--- src/rtl/core/assert_macros.svh ---
// Assertion macros shared by the console engine RTL.
`ifndef ASSERT_MACROS_SVH
`define ASSERT_MACROS_SVH

// Property checked at every rising clock edge outside reset.
`define ASSERT_CLK(label, prop, msg) \
    label: assert property (@(posedge clk) disable iff (!rst_n) prop) else $error(msg);

// Antecedent in a cycle, consequent in the next.
`define ASSERT_NEXT(label, ante, cons, msg) \
    label: assert property (@(posedge clk) disable iff (!rst_n) (ante) |=> (cons)) else $error(msg);

`endif

--- src/rtl/core/tcce_pkg.sv ---
// Shared types, codes and constants of the text console cursor engine.
package tcce_pkg;

    localparam int SCREEN_WIDTH_DEF  = 80;
    localparam int SCREEN_HEIGHT_DEF = 25;

    localparam logic [7:0]  CH_NEWLINE    = 8'h0A;
    localparam logic [7:0]  CH_RETURN     = 8'h0D;
    localparam logic [7:0]  CH_TAB        = 8'h09;
    localparam logic [7:0]  CH_BACKSPACE  = 8'h08;
    localparam logic [7:0]  CH_SPACE      = 8'h20;
    localparam logic [7:0]  CH_PRINT_LAST = 8'h7F;
    localparam logic [7:0]  TAB_MASK      = ~8'd7;
    localparam logic [15:0] RESET_CELL    = 16'h0720;

    // configuration register indexes
    localparam logic CFG_FOREGROUND = 1'b0;
    localparam logic CFG_BACKGROUND = 1'b1;

    typedef enum logic [1:0] {
        OP_PUT        = 2'd0,
        OP_SET_CURSOR = 2'd1,
        OP_CLEAR      = 2'd2,
        OP_READ       = 2'd3
    } opcode_t;

    typedef enum logic [3:0] {
        K_IGNORE,
        K_PRINT,
        K_NEWLINE,
        K_RETURN,
        K_TAB,
        K_BACKSPACE,
        K_SET,
        K_CLEAR,
        K_READ
    } kind_t;

    typedef enum logic [3:0] {
        CUR_NONE,
        CUR_ADVANCE,
        CUR_NEWLINE,
        CUR_RETURN,
        CUR_TAB,
        CUR_BACK,
        CUR_SET,
        CUR_HOME,
        CUR_LAST_ROW
    } cur_op_t;

    typedef enum logic [2:0] {
        MEM_NONE,
        MEM_WR_CHAR,
        MEM_WR_BLANK_CUR,
        MEM_RD_INDEX,
        MEM_RD_BELOW,
        MEM_WR_COPY,
        MEM_WR_BLANK_PTR,
        MEM_WR_RESET
    } mem_op_t;

    typedef enum logic [1:0] {
        PTR_HOLD,
        PTR_ZERO,
        PTR_INC
    } ptr_op_t;

    // datapath half of a control word
    typedef struct packed {
        logic    accept;
        logic    emit;
        cur_op_t cur;
        mem_op_t mem;
        ptr_op_t ptr;
    } dp_ctrl_t;

    // datapath flags seen by the sequencer
    typedef struct packed {
        logic  in_fire;
        logic  out_full;
        logic  sweep_more;
        logic  copy_more;
        logic  no_scroll;
        kind_t kind;
    } seq_status_t;

    function automatic kind_t classify(opcode_t op, logic [7:0] ch);
        kind_t k;
        k = K_IGNORE;
        case (op)
            OP_PUT:
            begin
                if (ch == CH_NEWLINE)
                    k = K_NEWLINE;
                else if (ch == CH_RETURN)
                    k = K_RETURN;
                else if (ch == CH_TAB)
                    k = K_TAB;
                else if (ch == CH_BACKSPACE)
                    k = K_BACKSPACE;
                else if (ch >= CH_SPACE && ch <= CH_PRINT_LAST)
                    k = K_PRINT;
                else
                    k = K_IGNORE;
            end
            OP_SET_CURSOR: k = K_SET;
            OP_CLEAR:      k = K_CLEAR;
            OP_READ:       k = K_READ;
            default:       k = K_IGNORE;
        endcase
        return k;
    endfunction

endpackage

--- src/rtl/core/tcce_sequencer.sv ---
// Microprogram sequencer: step counter, control ROM and branch logic.
module tcce_sequencer
(
    input  logic                  clk,
    input  logic                  rst_n,
    input  tcce_pkg::seq_status_t status,
    output tcce_pkg::dp_ctrl_t    ctrl
);

    typedef enum logic [4:0] {
        S_RST0,
        S_RST1,
        S_IDLE,
        S_DISPATCH,
        S_PRINT,
        S_NEWLINE,
        S_RETURN,
        S_TAB,
        S_BACK,
        S_BACK_WR,
        S_SET,
        S_CLEAR0,
        S_CLEAR1,
        S_EMIT,
        S_READ,
        S_CHECK,
        S_SCROLL0,
        S_SCROLL1,
        S_SCROLL2,
        S_SCROLL3,
        S_DONE
    } step_t;

    typedef enum logic [1:0] {
        H_NONE,
        H_NO_INPUT,
        H_OUT_FULL
    } hold_t;

    typedef enum logic [2:0] {
        J_NEVER,
        J_ALWAYS,
        J_DISPATCH,
        J_SWEEP_MORE,
        J_COPY_MORE,
        J_NO_SCROLL
    } jump_t;

    typedef struct packed {
        tcce_pkg::dp_ctrl_t dp;
        hold_t              hold;
        jump_t              jump;
        step_t              target;
    } rom_word_t;

    function automatic rom_word_t rom(step_t s);
        rom_word_t w;
        w = '0;
        case (s)
            S_RST0:
                w.dp.ptr = tcce_pkg::PTR_ZERO;
            S_RST1:
            begin
                w.dp.mem = tcce_pkg::MEM_WR_RESET;
                w.dp.ptr = tcce_pkg::PTR_INC;
                w.jump   = J_SWEEP_MORE;
                w.target = S_RST1;
            end
            S_IDLE:
            begin
                w.dp.accept = 1'b1;
                w.hold      = H_NO_INPUT;
            end
            S_DISPATCH:
                w.jump = J_DISPATCH;
            S_PRINT:
            begin
                w.dp.mem = tcce_pkg::MEM_WR_CHAR;
                w.dp.cur = tcce_pkg::CUR_ADVANCE;
                w.jump   = J_ALWAYS;
                w.target = S_CHECK;
            end
            S_NEWLINE:
            begin
                w.dp.cur = tcce_pkg::CUR_NEWLINE;
                w.jump   = J_ALWAYS;
                w.target = S_CHECK;
            end
            S_RETURN:
            begin
                w.dp.cur = tcce_pkg::CUR_RETURN;
                w.jump   = J_ALWAYS;
                w.target = S_EMIT;
            end
            S_TAB:
            begin
                w.dp.cur = tcce_pkg::CUR_TAB;
                w.jump   = J_ALWAYS;
                w.target = S_CHECK;
            end
            S_BACK:
                w.dp.cur = tcce_pkg::CUR_BACK;
            S_BACK_WR:
            begin
                w.dp.mem = tcce_pkg::MEM_WR_BLANK_CUR;
                w.jump   = J_ALWAYS;
                w.target = S_EMIT;
            end
            S_SET:
            begin
                w.dp.cur = tcce_pkg::CUR_SET;
                w.jump   = J_ALWAYS;
                w.target = S_EMIT;
            end
            S_CLEAR0:
            begin
                w.dp.ptr = tcce_pkg::PTR_ZERO;
                w.dp.cur = tcce_pkg::CUR_HOME;
            end
            S_CLEAR1:
            begin
                w.dp.mem = tcce_pkg::MEM_WR_BLANK_PTR;
                w.dp.ptr = tcce_pkg::PTR_INC;
                w.jump   = J_SWEEP_MORE;
                w.target = S_CLEAR1;
            end
            S_EMIT:
            begin
                w.dp.emit = 1'b1;
                w.hold    = H_OUT_FULL;
                w.jump    = J_ALWAYS;
                w.target  = S_IDLE;
            end
            S_READ:
            begin
                w.dp.mem = tcce_pkg::MEM_RD_INDEX;
                w.jump   = J_ALWAYS;
                w.target = S_EMIT;
            end
            S_CHECK:
            begin
                w.jump   = J_NO_SCROLL;
                w.target = S_EMIT;
            end
            S_SCROLL0:
            begin
                w.dp.ptr = tcce_pkg::PTR_ZERO;
                w.dp.cur = tcce_pkg::CUR_LAST_ROW;
            end
            S_SCROLL1:
                w.dp.mem = tcce_pkg::MEM_RD_BELOW;
            S_SCROLL2:
            begin
                w.dp.mem = tcce_pkg::MEM_WR_COPY;
                w.dp.ptr = tcce_pkg::PTR_INC;
                w.jump   = J_COPY_MORE;
                w.target = S_SCROLL1;
            end
            S_SCROLL3:
            begin
                w.dp.mem = tcce_pkg::MEM_WR_BLANK_PTR;
                w.dp.ptr = tcce_pkg::PTR_INC;
                w.jump   = J_SWEEP_MORE;
                w.target = S_SCROLL3;
            end
            S_DONE:
            begin
                w.jump   = J_ALWAYS;
                w.target = S_EMIT;
            end
            default:
            begin
                w.jump   = J_ALWAYS;
                w.target = S_IDLE;
            end
        endcase
        return w;
    endfunction

    function automatic step_t entry(tcce_pkg::kind_t k);
        step_t s;
        s = S_EMIT;
        case (k)
            tcce_pkg::K_PRINT:     s = S_PRINT;
            tcce_pkg::K_NEWLINE:   s = S_NEWLINE;
            tcce_pkg::K_RETURN:    s = S_RETURN;
            tcce_pkg::K_TAB:       s = S_TAB;
            tcce_pkg::K_BACKSPACE: s = S_BACK;
            tcce_pkg::K_SET:       s = S_SET;
            tcce_pkg::K_CLEAR:     s = S_CLEAR0;
            tcce_pkg::K_READ:      s = S_READ;
            default:               s = S_EMIT;
        endcase
        return s;
    endfunction

    step_t     upc_reg;
    step_t     upc_next;
    rom_word_t word;
    logic      hold_now;
    logic      jump_now;

    assign word = rom(upc_reg);
    assign ctrl = word.dp;

    always_comb
    begin
        case (word.hold)
            H_NONE:     hold_now = 1'b0;
            H_NO_INPUT: hold_now = !status.in_fire;
            H_OUT_FULL: hold_now = status.out_full;
            default:    hold_now = 1'b0;
        endcase
        case (word.jump)
            J_NEVER:      jump_now = 1'b0;
            J_ALWAYS:     jump_now = 1'b1;
            J_DISPATCH:   jump_now = 1'b1;
            J_SWEEP_MORE: jump_now = status.sweep_more;
            J_COPY_MORE:  jump_now = status.copy_more;
            J_NO_SCROLL:  jump_now = status.no_scroll;
            default:      jump_now = 1'b0;
        endcase
        if (hold_now)
            upc_next = upc_reg;
        else if (jump_now && word.jump == J_DISPATCH)
            upc_next = entry(status.kind);
        else if (jump_now)
            upc_next = word.target;
        else
            upc_next = step_t'(upc_reg + 5'd1);
    end

    always_ff @(posedge clk or negedge rst_n)
    begin
        if (!rst_n)
            upc_reg <= S_RST0;
        else
            upc_reg <= upc_next;
    end

endmodule

--- config.mk ---
export PLATFORM = sky130hd
export DESIGN_NAME = tcce_sequencer
export DESIGN_NICKNAME = d
export VERILOG_FILES = /design/src/rtl/core/assert_macros.svh /design/src/rtl/core/tcce_pkg.sv /design/src/rtl/core/tcce_sequencer.sv
export SDC_FILE = /design/constraint.sdc
export NUM_CORES = 1
export LEC_CHECK = 0
export BUFFER_PORTS_ARGS = -buffer_cell sky130_fd_sc_hd__buf_2
export CAP_MARGIN = 20
export CORE_ASPECT_RATIO = 1.5
export CORE_MARGIN = 1.5
export CORE_UTILIZATION = 29
export CTS_CLUSTER_SIZE = 40
export DETAILED_ROUTE_END_ITERATION = 6
export PLACE_DENSITY_LB_ADDON = 0.08
export SLEW_MARGIN = 20
export SYNTH_ARGS = -nofsm -noshare
export SYNTH_HDL_FRONTEND = slang
export SYNTH_SLANG_ARGS = --single-unit
export TNS_END_PERCENT = 100
--- constraint.sdc ---
create_clock -name clk -period 3.45 [get_ports clk]
set_input_delay 0.69 -clock clk [delete_from_list [all_inputs] [get_ports clk]]
set_output_delay 0.69 -clock clk [all_outputs]
set_load 0.02 [all_outputs]
==> results of run 1 <==
## kinds of logic after synthesis
family                   share of synthesized area [%]
AND/OR/NAND/NOR                                   27.8
flip-flops                                        11.6
multiplexers                                      4.86
adder cells (fa/ha/maj)                           12.7
AO/OA/AOI/OAI                                     32.6
buffers and inverters                             10.4
## worst max-delay path, delay by kind of cell (launching register included)
family,cells,cell delay (ps)
AO/OA/AOI/OAI,4,1010
adder cells (fa/ha/maj),1,350
buffers and inverters,1,110
AND/OR/NAND/NOR,1,350
multiplexers,1,390
flip-flops,1,440
## metal layers
metal | vias up | routed length [um]
met5 | - | 0
met4 | 0 | 22
met3 | 2 | 53
met2 | 13 | 1650
met1 | 526 | 1220
li1 | 570 | -
## cells in the mapped netlist (2+ instances only)
cell type	instances	area (um^2)
buf_2	3	15.0
o21ai_0	6	30.0
inv_1	10	37.5
mux2i_1	3	30.0
o22ai_1	2	12.5
nand2_1	11	41.3
mux2_2	2	22.5
nor4_1	2	12.5
a21oi_1	14	70.1
nand3_1	4	20.0
nand2b_1	4	25.0
a211oi_1	2	15.0
a22oi_1	2	15.0
nor3_1	5	25.0
o31ai_1	2	15.0
nor2_1	17	63.8
clkbuf_1	6	22.5
and3_1	2	12.5
buf_6	3	33.8
dfrtp_1	5	125
ha_1	11	138
nor2b_1	5	31.3
a21o_1	2	15.0
o211ai_1	3	22.5
## how the worst max path moves through the flow
stage	start	end	slack [ps]	cells past startpoint
3_5_place_dp	upc_reg[0]$_DFFE_PN0N_	upc_reg[1]$_DFFE_PN0N_	690	8
6_report	upc_reg[0]$_DFFE_PN0N_	upc_reg[1]$_DFFE_PN0N_	690	8
4_1_cts	upc_reg[0]$_DFFE_PN0N_	upc_reg[1]$_DFFE_PN0N_	680	8
3_3_place_gp	upc_reg[1]$_DFFE_PN0N_	upc_reg[1]$_DFFE_PN0N_	700	8
5_1_grt	upc_reg[0]$_DFFE_PN0N_	upc_reg[1]$_DFFE_PN0N_	480	8
2_1_floorplan	upc_reg[0]$_DFFE_PN0N_	upc_reg[2]$_DFFE_PN0N_	900	12
## area by class of cell
class | instances | share of cell area, %
tap | 43 | 4.34
multi-input combinational | 121 | 68.0
clock buffer | 4 | 3.63
sequential | 5 | 10.1
timing repair buffer | 25 | 10.9
inverter | 10 | 3.03
## where the power goes
group          internal [W]  switching [W]  total (W)  leakage, nW
sequential        0.0000920      0.0000929   0.000185       0.0621
combinational      0.000437       0.000595    0.00103        0.500
clock             0.0000791      0.0000263   0.000105       0.0228
total              0.000608       0.000714    0.00132        0.584
## metrics by stage
stage	std cells	hold slack, ps	power, W	area (um^2)
finish	208	280	0.00132	1240
global placement	204	506	0.00123	1190
floorplan	149	394	0.00100	1080
CTS	208	281	0.00134	1240
detailed placement	204	509	0.00123	1190
global route	208	283	0.00145	1240
==> out/summary.txt, run 1 <==
outcome = finished, final reports clean
# diodes = 0
Post-Route Utilization = 34.3%
CP max stage delay = 440 ps
CP Cell Sequence = inv_1 -> ha_1 -> or3_1 -> a211oi_1 -> a2111oi_2 -> a2111oi_4 -> mux2_2 -> a21o_1
area of the mapped netlist = 1080 um^2
commonest non-fill, non-tap cell in the layout = buf_2
final clock skew = 0.258 ps
Starting Density = 29.9%
drt initial violations = 28
CTS tree = yes
WS Path Type = register to register
Port Buffers = 21
HP Class = primary input to asynchronous set/reset pin
vias in the first global route = 1,060
Netlist cell types = 47
met2 Usage GRT = 28.4%
Sum Neg Setup Slack = 0 ps
layout cell share with drive strength beyond 1 = 21.8%
sequential area share after synthesis = 11.6%
Die Width = 52.9 um
met1 global-route usage = 16.9%
Syn Nets = 171
final max-slew violation count = 0
Num Clock Sinks = 5
H-tree depth = 1
CP startpoint kind = register
antenna-violating nets left = 0
Via Count = 1,111
GRT overflow = 0
slowest stage cell, crit path = dfrtp_1
Max Cap Viol = 0
Slew HR = 59.0%
drt first pass iters = 4
clk_lat worst skew = 210 ps
fin crit share = 80.1%
worst-margin pin slew = 615 ps
die footprint = 4110 um^2
busiest grt layer = met2
RSZ-0062 raised after global routing = false
Worst-path clk slew = 30 ps
FF-to-FF End = upc_reg[1]$_DFFE_PN0N_
Final Hold Fails = 0
post-CTS sizing = 0
Post-CTS Setup Bufs = 0
first-pass GRT wire length = 4770 um
post-synthesis async set-or-reset flop share = 100%
CTS buffer count = 3
Bufs on Longest Clock Path = 2
max reg flops = 5
core area = 3610 um^2
Multi-input gate area = 843 um^2
Lkg Pwr = 0.584 nW
Filler Cell Count = 396
Pwr Density = 1070 nW/um^2
Ys Warns = 0
Worst Slack Setup Final = 688 ps
maximum VDD drop = 382 uV
FF+latch area = 125 um^2
critical path required time = 3550 ps
hpwl dp = 2390 um
Final min period = 2760 ps
crit-path max FO = 12
met3 usage = 1.92%
WL/cell = 14.1 um
Synth Area per Inst = 7.26 um^2
largest net degree at the start of global routing = 21
achievable frequency = 0.362 GHz
arrival time at the worst endpoint = 2870 ps
num ports = 22
most frequent cells in the layout = 21 x buf_2, 17 x nor2_1, 14 x a21oi_1
Setup Viol. Count Final = 0
FF-to-FF setup slack = 690 ps
# DRC = 0
Post-CTS Hold Fix Bufs = 0
crit path capture type = register
antenna violations before repair = 0
die height = 77.8 um
row cnt = 27
worst r2r src = upc_reg[0]$_DFFE_PN0N_
Area Overhead vs Synth = 14.7%
post-synthesis cell count = 149
drt total wl = 2940 um
GPL Wtd Cong = 0.803
Nets = 188
DP Worst Slack = 686 ps
ys flop type = dfrtp_1
Vias/cell = 5.34
root buf cell = clkbuf_8
EDFF count, synth = 0
gr usage total = 15.1%
register bit total from synthesis = 5
R2R cell count = 8
Power figures use the tool's default switching activity.
==> inputs of run 2 (changes only) <==
==> constraint.sdc (replaced) <==
create_clock -name clk -period 2.35 [get_ports clk]
set_input_delay 0.47 -clock clk [delete_from_list [all_inputs] [get_ports clk]]
set_output_delay 0.47 -clock clk [all_outputs]
set_load 0.02 [all_outputs]
==> out/summary.txt, run 2 (synthesized netlist as in run 1, its figures left out) <==
WL/cell = 15.2 um (was 14.1 um)
worst hold slack = 59.6 ps (was 280 ps)
H-tree depth = 1 (unchanged)
Port Buffers = 21 (unchanged)
slowest stage cell, crit path = dfrtp_2 (was dfrtp_1)
Final Hold Fails = 0 (unchanged)
GRT overflow = 0 (unchanged)
num ports = 22 (unchanged)
busiest grt layer = met2 (unchanged)
Pwr Density = 1660 nW/um^2 (was 1070 nW/um^2)
CTS buffer count = 3 (unchanged)
Post-Place Cells = 242 (was 204)
first-pass GRT wire length = 6230 um (was 4770 um)
met2 Usage GRT = 39.1% (was 28.4%)
die footprint = 4110 um^2 (unchanged)
Max Cap Viol = 0 (unchanged)
# DRC = 0 (unchanged)
Die Width = 52.9 um (unchanged)
vias in the first global route = 1,387 (was 1,060)
Slew HR = 71.4% (was 59.0%)
root buf cell = clkbuf_8 (unchanged)
Lkg Pwr = 0.866 nW (was 0.584 nW)
met3 usage = 1.73% (was 1.92%)
most frequent cells in the layout = 53 x buf_4, 20 x buf_2, 16 x nor2_1 (was 21 x buf_2, 17 x nor2_1, 14 x a21oi_1)
largest net degree at the start of global routing = 12 (was 21)
Num Clock Sinks = 5 (unchanged)
Final min period = 2510 ps (was 2760 ps)
Starting Density = 29.9% (unchanged)
Filler Cell Count = 354 (was 396)
CTS tree = yes (unchanged)
Nets = 242 (was 188)
CP startpoint kind = register (unchanged)
achievable frequency = 0.399 GHz (was 0.362 GHz)
maximum VDD drop = 775 uV (was 382 uV)
Area Overhead vs Synth = 69.7% (was 14.7%)
Post-CTS Hold Fix Bufs = 0 (unchanged)
die height = 77.8 um (unchanged)
gr usage total = 20.1% (was 15.1%)
final cell count without fillers = 262 (was 208)
Worst Slack Setup Final = -158 ps (was 688 ps)
crit-path max FO = 5 (was 12)
Setup Viol. Count Final = 5 (was 0)
final clock skew = 1.98 ps (was 0.258 ps)
WS Path Type = register to register (unchanged)
worst-margin pin slew = 423 ps (was 615 ps)
RSZ-0062 raised after global routing = true (was false)
crit path capture type = register (unchanged)
layout cell share with drive strength beyond 1 = 53.4% (was 21.8%)
fin area = 1830 um^2 (was 1240 um^2)
met1 global-route usage = 20.0% (was 16.9%)
GPL Wtd Cong = 0.884 (was 0.803)
# diodes = 0 (unchanged)
max reg flops = 5 (unchanged)
Bufs on Longest Clock Path = 2 (unchanged)
commonest non-fill, non-tap cell in the layout = buf_4 (was buf_2)
final max-slew violation count = 0 (unchanged)
Vias/cell = 5.32 (was 5.34)
Worst-path clk slew = 40 ps (was 30 ps)
fin crit share = 107% (was 80.1%)
antenna-violating nets left = 0 (unchanged)
Via Count = 1,394 (was 1,111)
Pwr Total = 0.00305 W (was 0.00132 W)
clk_lat worst skew = 220 ps (was 210 ps)
CP max stage delay = 440 ps (about the same)
row cnt = 27 (unchanged)
violated checks = setup timing
drt total wl = 3980 um (was 2940 um)
outcome = finished, violations left (was finished, final reports clean)
hpwl dp = 3050 um (was 2390 um)
Top cell by count, worst path = a2111oi_4
drt initial violations = 33 (was 28)
critical path required time = 2490 ps (was 3550 ps)
HP Class = primary input to asynchronous set/reset pin (unchanged)
core area = 3610 um^2 (unchanged)
drt first pass iters = 4 (unchanged)
CP Cell Sequence = buf_6 -> ha_4 -> or3_4 -> a211oi_4 -> a2111oi_4 -> a2111oi_4 -> buf_4 -> or3b_1 -> o211ai_1 (was inv_1 -> ha_1 -> or3_1 -> a211oi_1 -> a2111oi_2 -> a2111oi_4 -> mux2_2 -> a21o_1)
dpl cell area = 1520 um^2 (was 1190 um^2)
antenna violations before repair = 0 (unchanged)
arrival time at the worst endpoint = 2640 ps (was 2870 ps)
-- run 2: cell types whose count changed in the layout (fill, tap and decap cells not counted), moves of 2 or more --
cell / before / now
a211oi_1: 2 / 0
buf_4: 4 / 53
buf_6: 0 / 5
dfrtp_1: 5 / 3
dfrtp_2: 0 / 2
ha_1: 11 / 5
ha_4: 0 / 5
inv_1: 10 / 5
inv_2: 0 / 4
nand2b_1: 4 / 2
nand2b_4: 0 / 2
nor2b_1: 5 / 3
nor2b_2: 0 / 2
-- run 2: worst max-delay path, delay by kind of cell (launching register included) --
family	cells	cell delay (ps)
AND/OR/NAND/NOR	2	770
flip-flops	1	440
adder cells (fa/ha/maj)	1	160
AO/OA/AOI/OAI	4	710
buffers and inverters	2	330
-- run 2: worst paths after layout --
kind                                        start                endpoint  slack, ps  cells past startpoint
min in group clk           upc_reg[0]$_DFFE_PN0N_  upc_reg[0]$_DFFE_PN0N_        710                      3
max in group asynchronous                   rst_n  upc_reg[0]$_DFFE_PN0N_       2140                      1
min                                         rst_n  upc_reg[1]$_DFFE_PN0N_         60                      1
max                        upc_reg[1]$_DFFE_PN0N_  upc_reg[3]$_DFFE_PN0N_       -160                      9
min reg2reg                upc_reg[0]$_DFFE_PN0N_  upc_reg[0]$_DFFE_PN0N_        710                      3
max reg2reg                upc_reg[1]$_DFFE_PN0N_  upc_reg[3]$_DFFE_PN0N_       -160                      9
-- run 2: power breakdown --
part	switching, W	leakage [nW]	total (W)	internal (W)
clock network	0.0000413	0.0228	0.000158	0.000116
registers	0.0000692	0.0600	0.000209	0.000140
logic	0.00129	0.783	0.00268	0.00139
-- run 2: area by class of cell --
type	count	area (um^2)	share of cell area [%]
inverters	10	40.0	2.18
clock buffers	4	45.0	2.46
repair buffers	79	574	31.3
well taps	43	53.8	2.93
flip-flops and latches	5	128	6.96
multi-input cells	121	993	54.2
-- run 2: stage by stage --
stage / TNS, ps / utilization [%] / setup slack [ps]
3_5_place_dp: -575 / 42.0 / -173
2_1_floorplan: -251 / - / -101
3_3_place_gp: -376 / 42.0 / -121
4_1_cts: -379 / 46.4 / -112
6_report: -687 / 50.7 / -158
5_1_grt: -1110 / 50.7 / -240
-- run 2: per-layer routing --
metal	part of all wire, %	vias to the layer above	wire length, um
li1	-	679	-
met1	36	668	1450
met2	58	36	2290
met3	2.7	11	106
met4	3.3	0	133
met5	0	-	0
-- run 2: what timing repair did --
action	4_1_cts	5_1_grt
gates resized for setup	16	20
endpoints found under the setup margin	7	9
buffers inserted	8	8
pin swaps	11	11
